**src/hdl/efsd_pkg.sv**
```systemverilog
// ----------------------------------------------------------------------------
// efsd_pkg
// shared types and constants for the earliest free server dispatch block
// ----------------------------------------------------------------------------
package efsd_pkg;

   localparam int ARRIVAL_W = 17;
   localparam int MINUTES_W = 10;
   localparam int SUI_W     = 6;
   localparam int TIME_W    = 32;
   localparam int TOTAL_W   = 48;
   localparam int COUNT_W   = 20;
   localparam int IDX_OUT_W = 5;
   localparam int SVC_SEC_W = 16;
   localparam int CSR_IDX_W = 8;
   localparam int CSR_DAT_W = 17;

   // register indexes on the csr port
   localparam logic [CSR_IDX_W-1:0] CSR_SERVERS_IN_USE = 8'd0;
   localparam logic [CSR_IDX_W-1:0] CSR_OPEN_TIME      = 8'd1;
   localparam logic [CSR_IDX_W-1:0] CSR_CLOSE_TIME     = 8'd2;
   localparam logic [CSR_IDX_W-1:0] CSR_SERVICE_CAP    = 8'd3;

   localparam logic [SUI_W-1:0]     SUI_RESET   = 6'd1;
   localparam logic [ARRIVAL_W-1:0] OPEN_RESET  = 17'd28800;
   localparam logic [ARRIVAL_W-1:0] CLOSE_RESET = 17'd61200;
   localparam logic [MINUTES_W-1:0] CAP_RESET   = 10'd60;

   localparam logic [5:0] SECONDS_PER_MINUTE = 6'd60;

   localparam logic [TIME_W-1:0]  TIME_MAX  = '1;
   localparam logic [TOTAL_W-1:0] TOTAL_MAX = '1;
   localparam logic [COUNT_W-1:0] COUNT_MAX = '1;

   // commands from controller to datapath
   typedef struct packed {
      logic load;      // capture item at accept
      logic scan;      // issue one free time read
      logic calc;      // form start and wait
      logic commit;    // write back free time, bump totals
      logic out_load;  // load the result register
   } cmd_type;

   // status from datapath to controller
   typedef struct packed {
      logic reject;     // incoming item arrives after close
      logic scan_last;  // current read is the last active server
      logic out_free;   // result register can take a new item
   } sts_type;

endpackage

```
**src/hdl/efsd_ctrl.sv**
```systemverilog
// ----------------------------------------------------------------------------
// efsd_ctrl
// sequencer: accept, scan servers, compute start, commit, hand off result
// ----------------------------------------------------------------------------
module efsd_ctrl (
   input  logic             clock,
   input  logic             reset,
   input  logic             req_valid,
   output logic             req_stall,
   input  efsd_pkg::sts_type sts,
   output efsd_pkg::cmd_type cmd
);

   localparam logic [2:0] ST_IDLE   = 3'd0;
   localparam logic [2:0] ST_SCAN   = 3'd1;
   localparam logic [2:0] ST_LAST   = 3'd2;
   localparam logic [2:0] ST_CALC   = 3'd3;
   localparam logic [2:0] ST_COMMIT = 3'd4;
   localparam logic [2:0] ST_RESULT = 3'd5;

   logic [2:0] state_ff;
   logic [2:0] state_in;

   assign req_stall = (state_ff != ST_IDLE);

   always_comb begin
      state_in = state_ff;
      cmd      = '0;
      case (state_ff)
         ST_IDLE: begin
            if (req_valid) begin
               cmd.load = 1'b1;
               state_in = sts.reject ? ST_RESULT : ST_SCAN;
            end
         end
         ST_SCAN: begin
            cmd.scan = 1'b1;
            if (sts.scan_last) begin
               state_in = ST_LAST;
            end
         end
         // last read data is compared here
         ST_LAST: begin
            state_in = ST_CALC;
         end
         ST_CALC: begin
            cmd.calc = 1'b1;
            state_in = ST_COMMIT;
         end
         ST_COMMIT: begin
            cmd.commit = 1'b1;
            state_in   = ST_RESULT;
         end
         ST_RESULT: begin
            if (sts.out_free) begin
               cmd.out_load = 1'b1;
               state_in     = ST_IDLE;
            end
         end
         default: begin
            state_in = ST_IDLE;
         end
      endcase
   end

   always_ff @(posedge clock) begin
      if (reset) begin
         state_ff <= ST_IDLE;
      end else begin
         state_ff <= state_in;
      end
   end

endmodule

```
**src/hdl/efsd_dp.sv**
```systemverilog
// ----------------------------------------------------------------------------
// efsd_dp
// datapath: registers, free time memory, min scan, totals, result register
// ----------------------------------------------------------------------------
module efsd_dp #(
   parameter int SERVERS = 32
) (
   input  logic                                clock,
   input  logic                                reset,
   input  efsd_pkg::cmd_type                   cmd,
   output efsd_pkg::sts_type                   sts,
   input  logic [efsd_pkg::ARRIVAL_W-1:0]      req_arrival_seconds,
   input  logic [efsd_pkg::MINUTES_W-1:0]      req_service_minutes,
   input  logic                                csr_valid,
   input  logic [efsd_pkg::CSR_IDX_W-1:0]      csr_index,
   input  logic [efsd_pkg::CSR_DAT_W-1:0]      csr_data,
   input  logic                                rsp_stall,
   output logic                                rsp_valid,
   output logic                                rsp_served,
   output logic [efsd_pkg::IDX_OUT_W-1:0]      rsp_server_index,
   output logic [efsd_pkg::TIME_W-1:0]         rsp_start_seconds,
   output logic [efsd_pkg::TIME_W-1:0]         rsp_wait_seconds,
   output logic [efsd_pkg::TOTAL_W-1:0]        rsp_total_wait_seconds,
   output logic [efsd_pkg::COUNT_W-1:0]        rsp_served_count
);

   localparam int IW = (SERVERS > 1) ? $clog2(SERVERS) : 1;

   // configuration
   logic [efsd_pkg::SUI_W-1:0]     sui_ff;
   logic [efsd_pkg::ARRIVAL_W-1:0] open_ff;
   logic [efsd_pkg::ARRIVAL_W-1:0] close_ff;
   logic [efsd_pkg::MINUTES_W-1:0] cap_ff;
   logic                           open_wr;

   assign open_wr = csr_valid && (csr_index == efsd_pkg::CSR_OPEN_TIME);

   always_ff @(posedge clock) begin
      if (reset) begin
         sui_ff   <= efsd_pkg::SUI_RESET;
         open_ff  <= efsd_pkg::OPEN_RESET;
         close_ff <= efsd_pkg::CLOSE_RESET;
         cap_ff   <= efsd_pkg::CAP_RESET;
      end else if (csr_valid) begin
         case (csr_index)
            efsd_pkg::CSR_SERVERS_IN_USE: sui_ff   <= csr_data[efsd_pkg::SUI_W-1:0];
            efsd_pkg::CSR_OPEN_TIME:      open_ff  <= csr_data;
            efsd_pkg::CSR_CLOSE_TIME:     close_ff <= csr_data;
            efsd_pkg::CSR_SERVICE_CAP:    cap_ff   <= csr_data[efsd_pkg::MINUTES_W-1:0];
            default: begin
            end
         endcase
      end
   end

   // last active server index
   logic [7:0]    sui_w;
   logic [IW-1:0] last_idx;

   assign sui_w = {2'b00, sui_ff};

   always_comb begin
      if (sui_w == 8'd0) begin
         last_idx = '0;
      end else if (sui_w > 8'(SERVERS)) begin
         last_idx = IW'(SERVERS - 1);
      end else begin
         last_idx = IW'(sui_w - 8'd1);
      end
   end

   // item capture
   logic [efsd_pkg::ARRIVAL_W-1:0] arrival_ff;
   logic [efsd_pkg::SVC_SEC_W-1:0] svc_sec_ff;
   logic                           served_ff;
   logic [efsd_pkg::MINUTES_W-1:0] min_clip;

   assign min_clip   = (req_service_minutes > cap_ff) ? cap_ff : req_service_minutes;
   assign sts.reject = (req_arrival_seconds > close_ff);

   always_ff @(posedge clock) begin
      if (cmd.load) begin
         arrival_ff <= req_arrival_seconds;
         svc_sec_ff <= efsd_pkg::SVC_SEC_W'(min_clip)
                     * efsd_pkg::SVC_SEC_W'(efsd_pkg::SECONDS_PER_MINUTE);
         served_ff  <= !sts.reject;
      end
   end

   // free time memory; an entry not written since open time reload reads as open time
   logic [efsd_pkg::TIME_W-1:0] mem [SERVERS];
   logic [SERVERS-1:0]          vld_ff;
   logic [IW-1:0]               idx_ff;
   logic [efsd_pkg::TIME_W-1:0] rdata_ff;
   logic                        rvld_ff;
   logic [IW-1:0]               ridx_ff;
   logic                        cmp_ff;
   logic [efsd_pkg::TIME_W-1:0] rd_eff;
   logic [efsd_pkg::TIME_W-1:0] best_ff;
   logic [IW-1:0]               best_idx_ff;
   logic [efsd_pkg::TIME_W-1:0] end_time;
   logic [efsd_pkg::TIME_W:0]   end_sum;

   assign sts.scan_last = (idx_ff == last_idx);

   always_ff @(posedge clock) begin
      if (cmd.load) begin
         idx_ff <= '0;
      end else if (cmd.scan) begin
         idx_ff <= idx_ff + IW'(1);
      end
   end

   always_ff @(posedge clock) begin
      rdata_ff <= mem[idx_ff];
      rvld_ff  <= vld_ff[idx_ff];
      ridx_ff  <= idx_ff;
      if (cmd.commit) begin
         mem[best_idx_ff] <= end_time;
      end
   end

   always_ff @(posedge clock) begin
      if (reset || open_wr) begin
         vld_ff <= '0;
      end else if (cmd.commit) begin
         vld_ff[best_idx_ff] <= 1'b1;
      end
   end

   always_ff @(posedge clock) begin
      if (reset) begin
         cmp_ff <= 1'b0;
      end else begin
         cmp_ff <= cmd.scan;
      end
   end

   assign rd_eff = rvld_ff ? rdata_ff : efsd_pkg::TIME_W'(open_ff);

   // running minimum, strict compare keeps the lowest index on ties
   always_ff @(posedge clock) begin
      if (cmp_ff && ((ridx_ff == '0) || (rd_eff < best_ff))) begin
         best_ff     <= rd_eff;
         best_idx_ff <= ridx_ff;
      end
   end

   // start and wait
   logic [efsd_pkg::TIME_W-1:0] start_ff;
   logic [efsd_pkg::TIME_W-1:0] wait_ff;
   logic [efsd_pkg::TIME_W-1:0] arr_w;

   assign arr_w = efsd_pkg::TIME_W'(arrival_ff);

   always_ff @(posedge clock) begin
      if (cmd.calc) begin
         if (best_ff > arr_w) begin
            start_ff <= best_ff;
            wait_ff  <= best_ff - arr_w;
         end else begin
            start_ff <= arr_w;
            wait_ff  <= '0;
         end
      end
   end

   assign end_sum  = {1'b0, start_ff} + (efsd_pkg::TIME_W + 1)'(svc_sec_ff);
   assign end_time = end_sum[efsd_pkg::TIME_W] ? efsd_pkg::TIME_MAX
                                               : end_sum[efsd_pkg::TIME_W-1:0];

   // running totals
   logic [efsd_pkg::TOTAL_W-1:0] total_ff;
   logic [efsd_pkg::COUNT_W-1:0] count_ff;
   logic [efsd_pkg::TOTAL_W:0]   total_sum;

   assign total_sum = {1'b0, total_ff} + (efsd_pkg::TOTAL_W + 1)'(wait_ff);

   always_ff @(posedge clock) begin
      if (reset) begin
         total_ff <= '0;
         count_ff <= '0;
      end else if (cmd.commit) begin
         total_ff <= total_sum[efsd_pkg::TOTAL_W] ? efsd_pkg::TOTAL_MAX
                                                  : total_sum[efsd_pkg::TOTAL_W-1:0];
         if (count_ff != efsd_pkg::COUNT_MAX) begin
            count_ff <= count_ff + efsd_pkg::COUNT_W'(1);
         end
      end
   end

   // result register
   logic rsp_valid_ff;

   assign sts.out_free = !rsp_valid_ff || !rsp_stall;
   assign rsp_valid    = rsp_valid_ff;

   always_ff @(posedge clock) begin
      if (reset) begin
         rsp_valid_ff <= 1'b0;
      end else if (cmd.out_load) begin
         rsp_valid_ff <= 1'b1;
      end else if (!rsp_stall) begin
         rsp_valid_ff <= 1'b0;
      end
   end

   always_ff @(posedge clock) begin
      if (cmd.out_load) begin
         rsp_served             <= served_ff;
         rsp_server_index       <= served_ff ? efsd_pkg::IDX_OUT_W'(best_idx_ff) : '0;
         rsp_start_seconds      <= served_ff ? start_ff : '0;
         rsp_wait_seconds       <= served_ff ? wait_ff : '0;
         rsp_total_wait_seconds <= total_ff;
         rsp_served_count       <= count_ff;
      end
   end

endmodule

```
**src/hdl/earliest_free_server_dispatch.sv**
```systemverilog
// ----------------------------------------------------------------------------
// earliest_free_server_dispatch
// dispatches each job to the active server that becomes free first
// ----------------------------------------------------------------------------
// one item on the req channel is a job (arrival second, service minutes);
// one item comes back on the rsp channel for every job, in order.
// a job arriving after close time is returned with served low and leaves
// the free times, wait total and served count unchanged; it skips the
// scan, and the next job is taken once its result is loaded.
// a served job scans the free time memory one server per cycle through its
// single read port, then passes the last compare, start and commit states
// before its result is loaded and the next job is taken, so the time per
// job grows with the number of active servers.
// req_stall is high while a job is in work. the result sits in an output
// register, so the next job is accepted while rsp_stall holds a result;
// the sequencer only waits if a second result is ready before the first
// has been taken. csr writes are always ready and belong between jobs;
// writing open time makes every server free at that second again.
// reset restores the register defaults, sets all servers free at open
// time and clears the wait total and served count, with no clearing pass.
// ----------------------------------------------------------------------------
module earliest_free_server_dispatch #(
   parameter int SERVERS = 32
) (
   input  logic                                clock,
   input  logic                                reset,
   input  logic                                req_valid,
   output logic                                req_stall,
   input  logic [efsd_pkg::ARRIVAL_W-1:0]      req_arrival_seconds,
   input  logic [efsd_pkg::MINUTES_W-1:0]      req_service_minutes,
   output logic                                rsp_valid,
   input  logic                                rsp_stall,
   output logic                                rsp_served,
   output logic [efsd_pkg::IDX_OUT_W-1:0]      rsp_server_index,
   output logic [efsd_pkg::TIME_W-1:0]         rsp_start_seconds,
   output logic [efsd_pkg::TIME_W-1:0]         rsp_wait_seconds,
   output logic [efsd_pkg::TOTAL_W-1:0]        rsp_total_wait_seconds,
   output logic [efsd_pkg::COUNT_W-1:0]        rsp_served_count,
   input  logic                                csr_valid,
   output logic                                csr_ready,
   input  logic [efsd_pkg::CSR_IDX_W-1:0]      csr_index,
   input  logic [efsd_pkg::CSR_DAT_W-1:0]      csr_data
);

   efsd_pkg::cmd_type cmd;
   efsd_pkg::sts_type sts;

   assign csr_ready = 1'b1;

   efsd_ctrl u_ctrl (
      .clock     (clock),
      .reset     (reset),
      .req_valid (req_valid),
      .req_stall (req_stall),
      .sts       (sts),
      .cmd       (cmd)
   );

   efsd_dp #(
      .SERVERS (SERVERS)
   ) u_dp (
      .clock                  (clock),
      .reset                  (reset),
      .cmd                    (cmd),
      .sts                    (sts),
      .req_arrival_seconds    (req_arrival_seconds),
      .req_service_minutes    (req_service_minutes),
      .csr_valid              (csr_valid),
      .csr_index              (csr_index),
      .csr_data               (csr_data),
      .rsp_stall              (rsp_stall),
      .rsp_valid              (rsp_valid),
      .rsp_served             (rsp_served),
      .rsp_server_index       (rsp_server_index),
      .rsp_start_seconds      (rsp_start_seconds),
      .rsp_wait_seconds       (rsp_wait_seconds),
      .rsp_total_wait_seconds (rsp_total_wait_seconds),
      .rsp_served_count       (rsp_served_count)
   );

endmodule

```
**config.mk**
```make
export PLATFORM = sky130hd
export DESIGN_NAME = earliest_free_server_dispatch
export DESIGN_NICKNAME = d
export VERILOG_FILES = /design/src/hdl/efsd_pkg.sv /design/src/hdl/efsd_ctrl.sv /design/src/hdl/efsd_dp.sv /design/src/hdl/earliest_free_server_dispatch.sv
export SDC_FILE = /design/constraint.sdc
export NUM_CORES = 2
export LEC_CHECK = 0
export BUFFER_PORTS_ARGS = -buffer_cell sky130_fd_sc_hd__buf_2
export CAP_MARGIN = 20
export CORE_UTILIZATION = 42
export DETAILED_ROUTE_END_ITERATION = 12
export SLEW_MARGIN = 10
export SYNTH_ARGS = -nofsm -noshare
export SYNTH_HDL_FRONTEND = slang
export SYNTH_HIERARCHICAL = 1
export SYNTH_SLANG_ARGS = --single-unit
```
**constraint.sdc**
```tcl
create_clock -name clock -period 9.99 [get_ports clock]
set_clock_uncertainty 0.05 [all_clocks]
set_input_delay 0.4995 -clock clock [delete_from_list [all_inputs] [get_ports clock]]
set_output_delay 0.4995 -clock clock [all_outputs]
set_load 0.01 [all_outputs]
```
# [Word level (Yosys, flattened, before mapping)]
# Memories as Yosys holds them, arrays and structs flattened. A register that Yosys moved wholly into a read port is not among the register bits.
# Cells that the tools add are included.
[word_totals] regBits=437 mem_bits_rw=1024 inputBits=57 output_inout_bits=141 wordCells=105 mem_count=1
[op_classes] n_addsub=6 mul=1 n_lt_le_gt_ge=8 eq_ne=14 n_mux=27 bitwise=1 n_reduce_logical=20
[memory_table] memory="u_dp.mem" depth=32 width=32 read_ports=1 rd_clocked_by_memory_dff=1 wr=1 line="efsd_dp.sv:91" text="logic [efsd_pkg::TIME_W-1:0] mem [SERVERS];"
[ops] op="32-bit 2-to-1 mux" count=2
[ops] op="48-bit by 32-bit adder with 49-bit output" count=1
[ops] op="48-bit 2-to-1 mux" count=1
[ops] op="32-bit by 16-bit adder with 33-bit output" count=1
[ops] op="32-bit by 17-bit greater-than comparator with 1-bit output" count=1
[ops] op="32-bit < comparator" count=1
[ops] op="32-bit bitwise OR" count=1
[ops] op="32-bit by 17-bit subtractor with 32-bit output" count=1
[ops] op="20-bit by 1-bit adder with 20-bit output (second input constant)" count=1
[ops] op="20-bit != test (second input constant)" count=1
[ops] op="3-bit one-hot mux with 6 select lines" count=1
[ops] op="17-bit greater-than comparator" count=1
[ops] op="17-bit 2-to-1 mux" count=1
[ops] op="8-bit by 2-bit == test with 1-bit output (second input constant)" count=2
[ops] op="8-bit zero test" count=2
[ops] op="10-bit by 4-bit multiplier with 14-bit output (second input constant)" count=1
[ops] op="1-bit 2-to-1 mux" count=13
[ops] op="5-bit by 6-bit < comparator with 1-bit output (second input constant)" count=2
[ops] op="3-bit 2-to-1 mux" count=4
[ops] op="10-bit greater-than comparator" count=1
[ops] op="10-bit 2-to-1 mux" count=1
[ops] op="5-bit 2-to-1 mux" count=2
[ops] op="2-bit AND reduction" count=5
[ops] op="8-bit by 1-bit == test with 1-bit output (second input constant)" count=1
[ops] op="19 further kinds" count=29

# [Longest topological paths before layout]
[logic_depth] ltp_word=6 mapped_depth=26 depth_no_buf=24

# [Cells and area by module]
# The synthesis kept the hierarchy.
[modules_own_cells] mod="efsd_dp" instances=1 cells_each=3590 area_each_um2=61597.8 seq_area_each_um2=42791.0
[modules_own_cells] mod="efsd_ctrl" instances=1 cells_each=28 area_each_um2=220.2 seq_area_each_um2=60.1
[modules_own_cells] mod="earliest_free_server_dispatch" instances=1 cells_each=2 area_each_um2=11.3 seq_area_each_um2=0.0

# [Worst setup path before layout]
# OpenSTA, ideal clock, no wires.
[synth_timing] path_kind="input -> register" start="input port rsp_stall" end="register u_dp.rsp_served (enable)" setup_time_ns=0.641 t_arrival_ns=6.428 required_time_ns=9.299 path_slack_ns=2.871 path_stages=3 path_buffers=0 cell_sequence="nand2_1 nand2_1 nor2_1"
[synth_rtl] element="from (decl)" line="earliest_free_server_dispatch.sv:32" text="input logic rsp_stall,"
[synth_rtl] element="to (signal assigned)" line="efsd_dp.sv:210" text="rsp_served <= served_ff;"
[synth_rtl] element="to (decl)" line="efsd_dp.sv:19" text="output logic rsp_served,"

# [Final worst setup path]
[layout_timing] start="register u_dp/cap_ff[3] (netlist name)" end="register u_dp/svc_sec_ff[14] (netlist name) (data pin)"
[layout_via] elab_chain_len=3
[layout_lines] element="from (decl)" line="efsd_dp.sv:33" text="logic [efsd_pkg::MINUTES_W-1:0] cap_ff;"
[layout_lines] element="from (signal assigned)" line="efsd_dp.sv:43" text="cap_ff <= efsd_pkg::CAP_RESET;"
[layout_lines] element="from (signal assigned)" line="efsd_dp.sv:49" text="efsd_pkg::CSR_SERVICE_CAP: cap_ff <= csr_data[efsd_pkg::MINUTES_W-1:0];"
[layout_lines] element="10-bit greater-than comparator" line="efsd_dp.sv:78" text="assign min_clip = (req_service_minutes > cap_ff) ? cap_ff : req_service_minutes;"
[layout_lines] element="10-bit 2-to-1 mux *" line="efsd_dp.sv:78"
[layout_lines] element="10-bit by 4-bit multiplier with 14-bit output *" line="efsd_dp.sv:85" text="* efsd_pkg::SVC_SEC_W'(efsd_pkg::SECONDS_PER_MINUTE);"
[layout_lines] element="to (signal assigned)" line="efsd_dp.sv:84" text="svc_sec_ff <= efsd_pkg::SVC_SEC_W'(min_clip)"
[layout_lines] element="to (decl)" line="efsd_dp.sv:74" text="logic [efsd_pkg::SVC_SEC_W-1:0] svc_sec_ff;"
# Every way passes the cells marked *; elsewhere a longest branch is shown, timed or not.
# A chain may end at the register's enable or synchronous reset.

==> impl_results.html <==
<table>
<tr><th>Metric</th><th>Value</th></tr>
<tr><th colspan="2">Run status</th></tr>
<tr><td>Run status</td><td>completed</td></tr>
<tr><th colspan="2">STA</th></tr>
<tr><td>Unrepaired setup endpoints after global routing</td><td>no</td></tr>
<tr><td>Number of endpoints failing setup at the final stage</td><td>0</td></tr>
<tr><td>Min Clock Period, post-route</td><td>~5700 ps</td></tr>
<tr><td>Post-route clock period utilization</td><td>0.575</td></tr>
<tr><td>Final-report max-slew violation count</td><td>0</td></tr>
<tr><td>Setup Total Neg Slack</td><td>0 ps</td></tr>
<tr><td>Hold Violations, Final</td><td>0</td></tr>
<tr><td>Final setup margin</td><td>roughly 4200 ps</td></tr>
<tr><td>Maximum achievable frequency</td><td>174 MHz</td></tr>
<tr><td>Pin slew with the least headroom to its limit</td><td>about 1000 ps</td></tr>
<tr><td>Worst slew margin</td><td>0.315</td></tr>
<tr><th colspan="2">Yosys</th></tr>
<tr><td>Share of flip-flops with an asynchronous set or reset after synthesis</td><td>0</td></tr>
<tr><td>Commonest cells in the netlist</td><td>1295 x sky130_fd_sc_hd__edfxtp_1, 330 x sky130_fd_sc_hd__mux4_2, 206 x sky130_fd_sc_hd__nor2_1</td></tr>
<tr><td>Register area share after synthesis</td><td>0.693</td></tr>
<tr><td>Cell Area, Synth</td><td>roughly 60000 um^2</td></tr>
<tr><td>Number of enable-type register cells in the synthesized netlist</td><td>between 1000 and 1500</td></tr>
<tr><td>Count of mapped cells out of synthesis</td><td>roughly 3600</td></tr>
<tr><td>Post-synthesis sequential element count</td><td>approximately 1500</td></tr>
<tr><td>Share of the synthesized area in the top cell type</td><td>0.629</td></tr>
<tr><td>Unique cell type count in the Yosys netlist</td><td>89</td></tr>
<tr><td>Synthesized Nets</td><td>3838</td></tr>
<tr><td>Top cells by area in the synthesized netlist</td><td>sky130_fd_sc_hd__edfxtp_1 63%, sky130_fd_sc_hd__mux4_2 12%, sky130_fd_sc_hd__dfxtp_1 6.4%</td></tr>
<tr><td>Primary FF master, synth</td><td>sky130_fd_sc_hd__edfxtp_1</td></tr>
<tr><td>Most repeated cell in the gate-level netlist after synthesis</td><td>sky130_fd_sc_hd__edfxtp_1</td></tr>
<tr><td>Yosys warns</td><td>6</td></tr>
<tr><td>Post-synthesis average cell area</td><td>between 15 and 20 um^2</td></tr>
<tr><td>Leading area contributor after synthesis</td><td>sky130_fd_sc_hd__edfxtp_1</td></tr>
<tr><th colspan="2">Global route</th></tr>
<tr><td>Number of antenna violations at the first check in global routing</td><td>3</td></tr>
<tr><td>Global-route usage over all layers</td><td>0.208</td></tr>
<tr><td>Pin count of the biggest net entering global routing</td><td>roughly 110</td></tr>
<tr><td>Number of global-route vias before repair</td><td>~33000</td></tr>
<tr><td>First-pass GRT wire length</td><td>223000 um</td></tr>
<tr><td>Total congestion overflow after global routing</td><td>0</td></tr>
<tr><th colspan="2">Final layout</th></tr>
<tr><td>Area growth, synth to finish</td><td>14.6%</td></tr>
<tr><td>Fill cell instance count of the final layout</td><td>approximately 12000</td></tr>
<tr><td>Net count, final</td><td>about 4100</td></tr>
<tr><td>Area used by multi-input combinational logic</td><td>between 15000 and 20000 um^2</td></tr>
<tr><td>Proportion of layout cells with a drive suffix above 1</td><td>0.239</td></tr>
<tr><td>Area of all sequential standard cells</td><td>42900 um^2</td></tr>
<tr><th colspan="2">Clock network</th></tr>
<tr><td>CTS clk-pin slew, worst paths</td><td>around 60 ps</td></tr>
<tr><td>H-tree depth reported by CTS</td><td>4</td></tr>
<tr><td>Source-to-sink clock delay at the later pin of the worst-skew pair</td><td>800 ps</td></tr>
<tr><td>TritonCTS Sinks</td><td>roughly 1500</td></tr>
<tr><td>Maximum buffer depth of the clock tree</td><td>3</td></tr>
<tr><td>Resize count post-CTS</td><td>0</td></tr>
<tr><td>Clock tree from TritonCTS</td><td>yes</td></tr>
<tr><td>TritonCTS buffer count</td><td>around 150</td></tr>
<tr><td>Root buf cell</td><td>sky130_fd_sc_hd__clkbuf_16</td></tr>
<tr><th colspan="2">Critical path</th></tr>
<tr><td>Arr. time, crit path</td><td>roughly 6300 ps</td></tr>
<tr><td>Critical Path RT</td><td>10590 ps</td></tr>
<tr><td>Nature of the critical path startpoint</td><td>flip-flop</td></tr>
<tr><td>Setup CP Type</td><td>reg -&gt; reg</td></tr>
<tr><td>Type of destination of the critical path</td><td>flip-flop</td></tr>
<tr><td>Largest fanout on the critical path</td><td>21</td></tr>
<tr><th colspan="2">Power and ir drop</th></tr>
<tr><td>Power share of the clock group</td><td>0.311</td></tr>
<tr><td>Power density over the cells</td><td>257 nW/um^2</td></tr>
<tr><td>Cell leakage power</td><td>~24 nW</td></tr>
<tr><td>Power dissipated by switching net loads</td><td>around 5.3 mW</td></tr>
<tr><td>Worst ir drop on vdd</td><td>between 200 and 250 uV</td></tr>
<tr><td>Relative contribution of sequential cells to total power</td><td>0.455</td></tr>
<tr><td>Share of power burned in combinational logic</td><td>0.233</td></tr>
<tr><td>Switching fraction of total power</td><td>0.293</td></tr>
<tr><td>Cell-internal power</td><td>roughly 13 mW</td></tr>
<tr><th colspan="2">Placed design</th></tr>
<tr><td>Weighted congestion reported at the end of routability-driven placement</td><td>0.859</td></tr>
<tr><td>DP Wirelength</td><td>89100 um</td></tr>
<tr><td>Pre-CTS WS</td><td>between 3000 and 4000 ps</td></tr>
<tr><td>PortBufs</td><td>between 150 and 200</td></tr>
<tr><th colspan="2">Routing</th></tr>
<tr><td>Post-route antenna net violation count</td><td>0</td></tr>
<tr><td>Routed wirelength normalized by instance count</td><td>25.9 um</td></tr>
<tr><td>Detail-routed via count per cell</td><td>between 5 and 6</td></tr>
<tr><td>Number of remaining DRC errors</td><td>0</td></tr>
<tr><td>Initial DRC count</td><td>between 3000 and 4000</td></tr>
<tr><td>Wire length reported by the detailed router</td><td>around 150000 um</td></tr>
<tr><td>Vias</td><td>about 34000</td></tr>
<tr><td>Total iterations of the first detailed-routing run</td><td>5</td></tr>
<tr><th colspan="2">Die</th></tr>
<tr><td>Std-Cell Rows</td><td>between 100 and 150</td></tr>
<tr><td>Die area</td><td>about 150000 um^2</td></tr>
<tr><td>Die Height</td><td>386 um</td></tr>
<tr><td>Ports placed on the boundary</td><td>~200</td></tr>
<tr><td>Area of the placeable core</td><td>146000 um^2</td></tr>
<tr><td>Effective utilization at floorplan</td><td>0.424</td></tr>
<tr><td>Die extent in x</td><td>386 um</td></tr>
<tr><th colspan="2">Min path</th></tr>
<tr><td>Hold Crit Class</td><td>in -&gt; reg</td></tr>
<tr><th colspan="2">Run</th></tr>
<tr><td>Max Cap Violations</td><td>0</td></tr>
</table>
metrics by stage:
step	power [mW]	hold slack, ps	utilization	instances	instance area, um^2
after floorplan	11.3	279	-	3620	61800
after global placement	12.6	359	0.448	5629	65400
after detailed placement	12.7	361	0.448	5629	65400
after CTS	18.3	106	0.485	5952	70700
after global routing	19.0	108	0.485	5956	70800
final	18.2	102	0.485	5959	70800
cell usage in the layout, fill, tap and decap left out, drive strengths merged, types with 123 or more instances in the layout:
cell type  count
clkbuf       207
nand2        173
nor2         206
mux4         330
a21oi        123
inv          159
ha           145
buf          266
edfxtp      1295
dfxtp        198
flip-flops by register name, indices dropped and copies added (netlist names), 6 cells and up:
| name | cells |
|---|---|
| u_dp/rsp_start_seconds | 32 |
| u_dp/rsp_served_count | 20 |
| u_dp/best_ff | 32 |
| u_dp/count_ff | 20 |
| u_dp/sui_ff | 6 |
| u_dp/vld_ff | 32 |
| u_dp/arrival_ff | 17 |
| u_dp/mem | 1024 |
| u_dp/close_ff | 17 |
| u_dp/rdata_ff | 32 |
| u_dp/wait_ff | 32 |
| u_dp/rsp_wait_seconds | 32 |
| u_dp/rsp_total_wait_seconds | 48 |
| u_dp/open_ff | 17 |
| u_dp/svc_sec_ff | 14 |
| u_dp/total_ff | 48 |
| u_dp/start_ff | 32 |
| u_dp/cap_ff | 10 |
power by group through the flow:
stage	Sequential, mW	Clock (mW)	Combinational [mW]
after global placement	8.40	0	4.20
final	8.28	5.66	4.24
after global routing	8.33	6.01	4.63
after detailed placement	8.41	0	4.25
after floorplan	8.18	0	3.13
after CTS	8.28	5.78	4.27
kinds of logic after synthesis:
group | Yosys count | synth area share
flip-flops | 1493 | 0.693
AND/OR/NAND/NOR | 682 | 0.0551
AO/OA/AOI/OAI | 461 | 0.0494
multiplexers | 405 | 0.134
buffers and inverters | 322 | 0.0208
adder cells (fa/ha/maj) | 164 | 0.0350
XOR/XNOR | 92 | 0.0130
other | 1 | 0.0000607
path summary, 6_finish.rpt:
| path | from | endpoint | slack [ps] | depth (start not counted) |
|---|---|---|---|---|
| max reg2reg | u_dp/cap_ff[3] | u_dp/svc_sec_ff[14] | 4250 | 24 |
| min reg2reg | u_dp/ridx_ff[1] | u_dp/best_idx_ff[1] | 380 | 0 |
| max | u_dp/cap_ff[3] | u_dp/svc_sec_ff[14] | 4250 | 24 |
| min | csr_index[0] | u_dp/close_ff[2] | 100 | 4 |
final cells by class:
type	count	area share
Antenna cell	3	0.000106
Tap cell	1917	0.0339
Clock buffer	207	0.0580
Multi-Input combinational cell	1805	0.255
Inverter	152	0.00807
Sequential cell	1493	0.605
Timing Repair Buffer	303	0.0275
Clock inverter	79	0.0125
layer usage:
metal	GRT usage	share of wire
met1	0.288	0.42
met2	0.332	0.48
met3	0.0417	0.076
met4	0.0615	0.024
met5	0	0
worst max-delay path: stages, from the launching register on:
cell                        delay (ps)
sky130_fd_sc_hd__dfxtp_1           330
sky130_fd_sc_hd__inv_1              60
sky130_fd_sc_hd__ha_1              290
sky130_fd_sc_hd__a21o_1            160
sky130_fd_sc_hd__a21o_1            160
sky130_fd_sc_hd__a21oi_1           150
sky130_fd_sc_hd__o211ai_1          100
sky130_fd_sc_hd__nand2_1           500
sky130_fd_sc_hd__nor2_1             80
sky130_fd_sc_hd__a21oi_1           420
sky130_fd_sc_hd__inv_1             130
sky130_fd_sc_hd__ha_1              350
sky130_fd_sc_hd__xor2_1            190
sky130_fd_sc_hd__fa_1              550
sky130_fd_sc_hd__inv_1              50
sky130_fd_sc_hd__ha_1              320
sky130_fd_sc_hd__nor2b_1           140
sky130_fd_sc_hd__o21ai_0           190
sky130_fd_sc_hd__a21boi_0          150
sky130_fd_sc_hd__o21ai_0           240
sky130_fd_sc_hd__a21boi_0          160
sky130_fd_sc_hd__o21ai_0           180
sky130_fd_sc_hd__nand2b_1          120
sky130_fd_sc_hd__a2111oi_0         370
sky130_fd_sc_hd__nand4b_1          160
what timing repair did:
item                                    CTS  global route
hold buffers                             37             0
hold endpoints to repair                 59             0
buffers inserted                          0             0
endpoints found under the setup margin    0             0
Power figures use the tool's default switching activity.
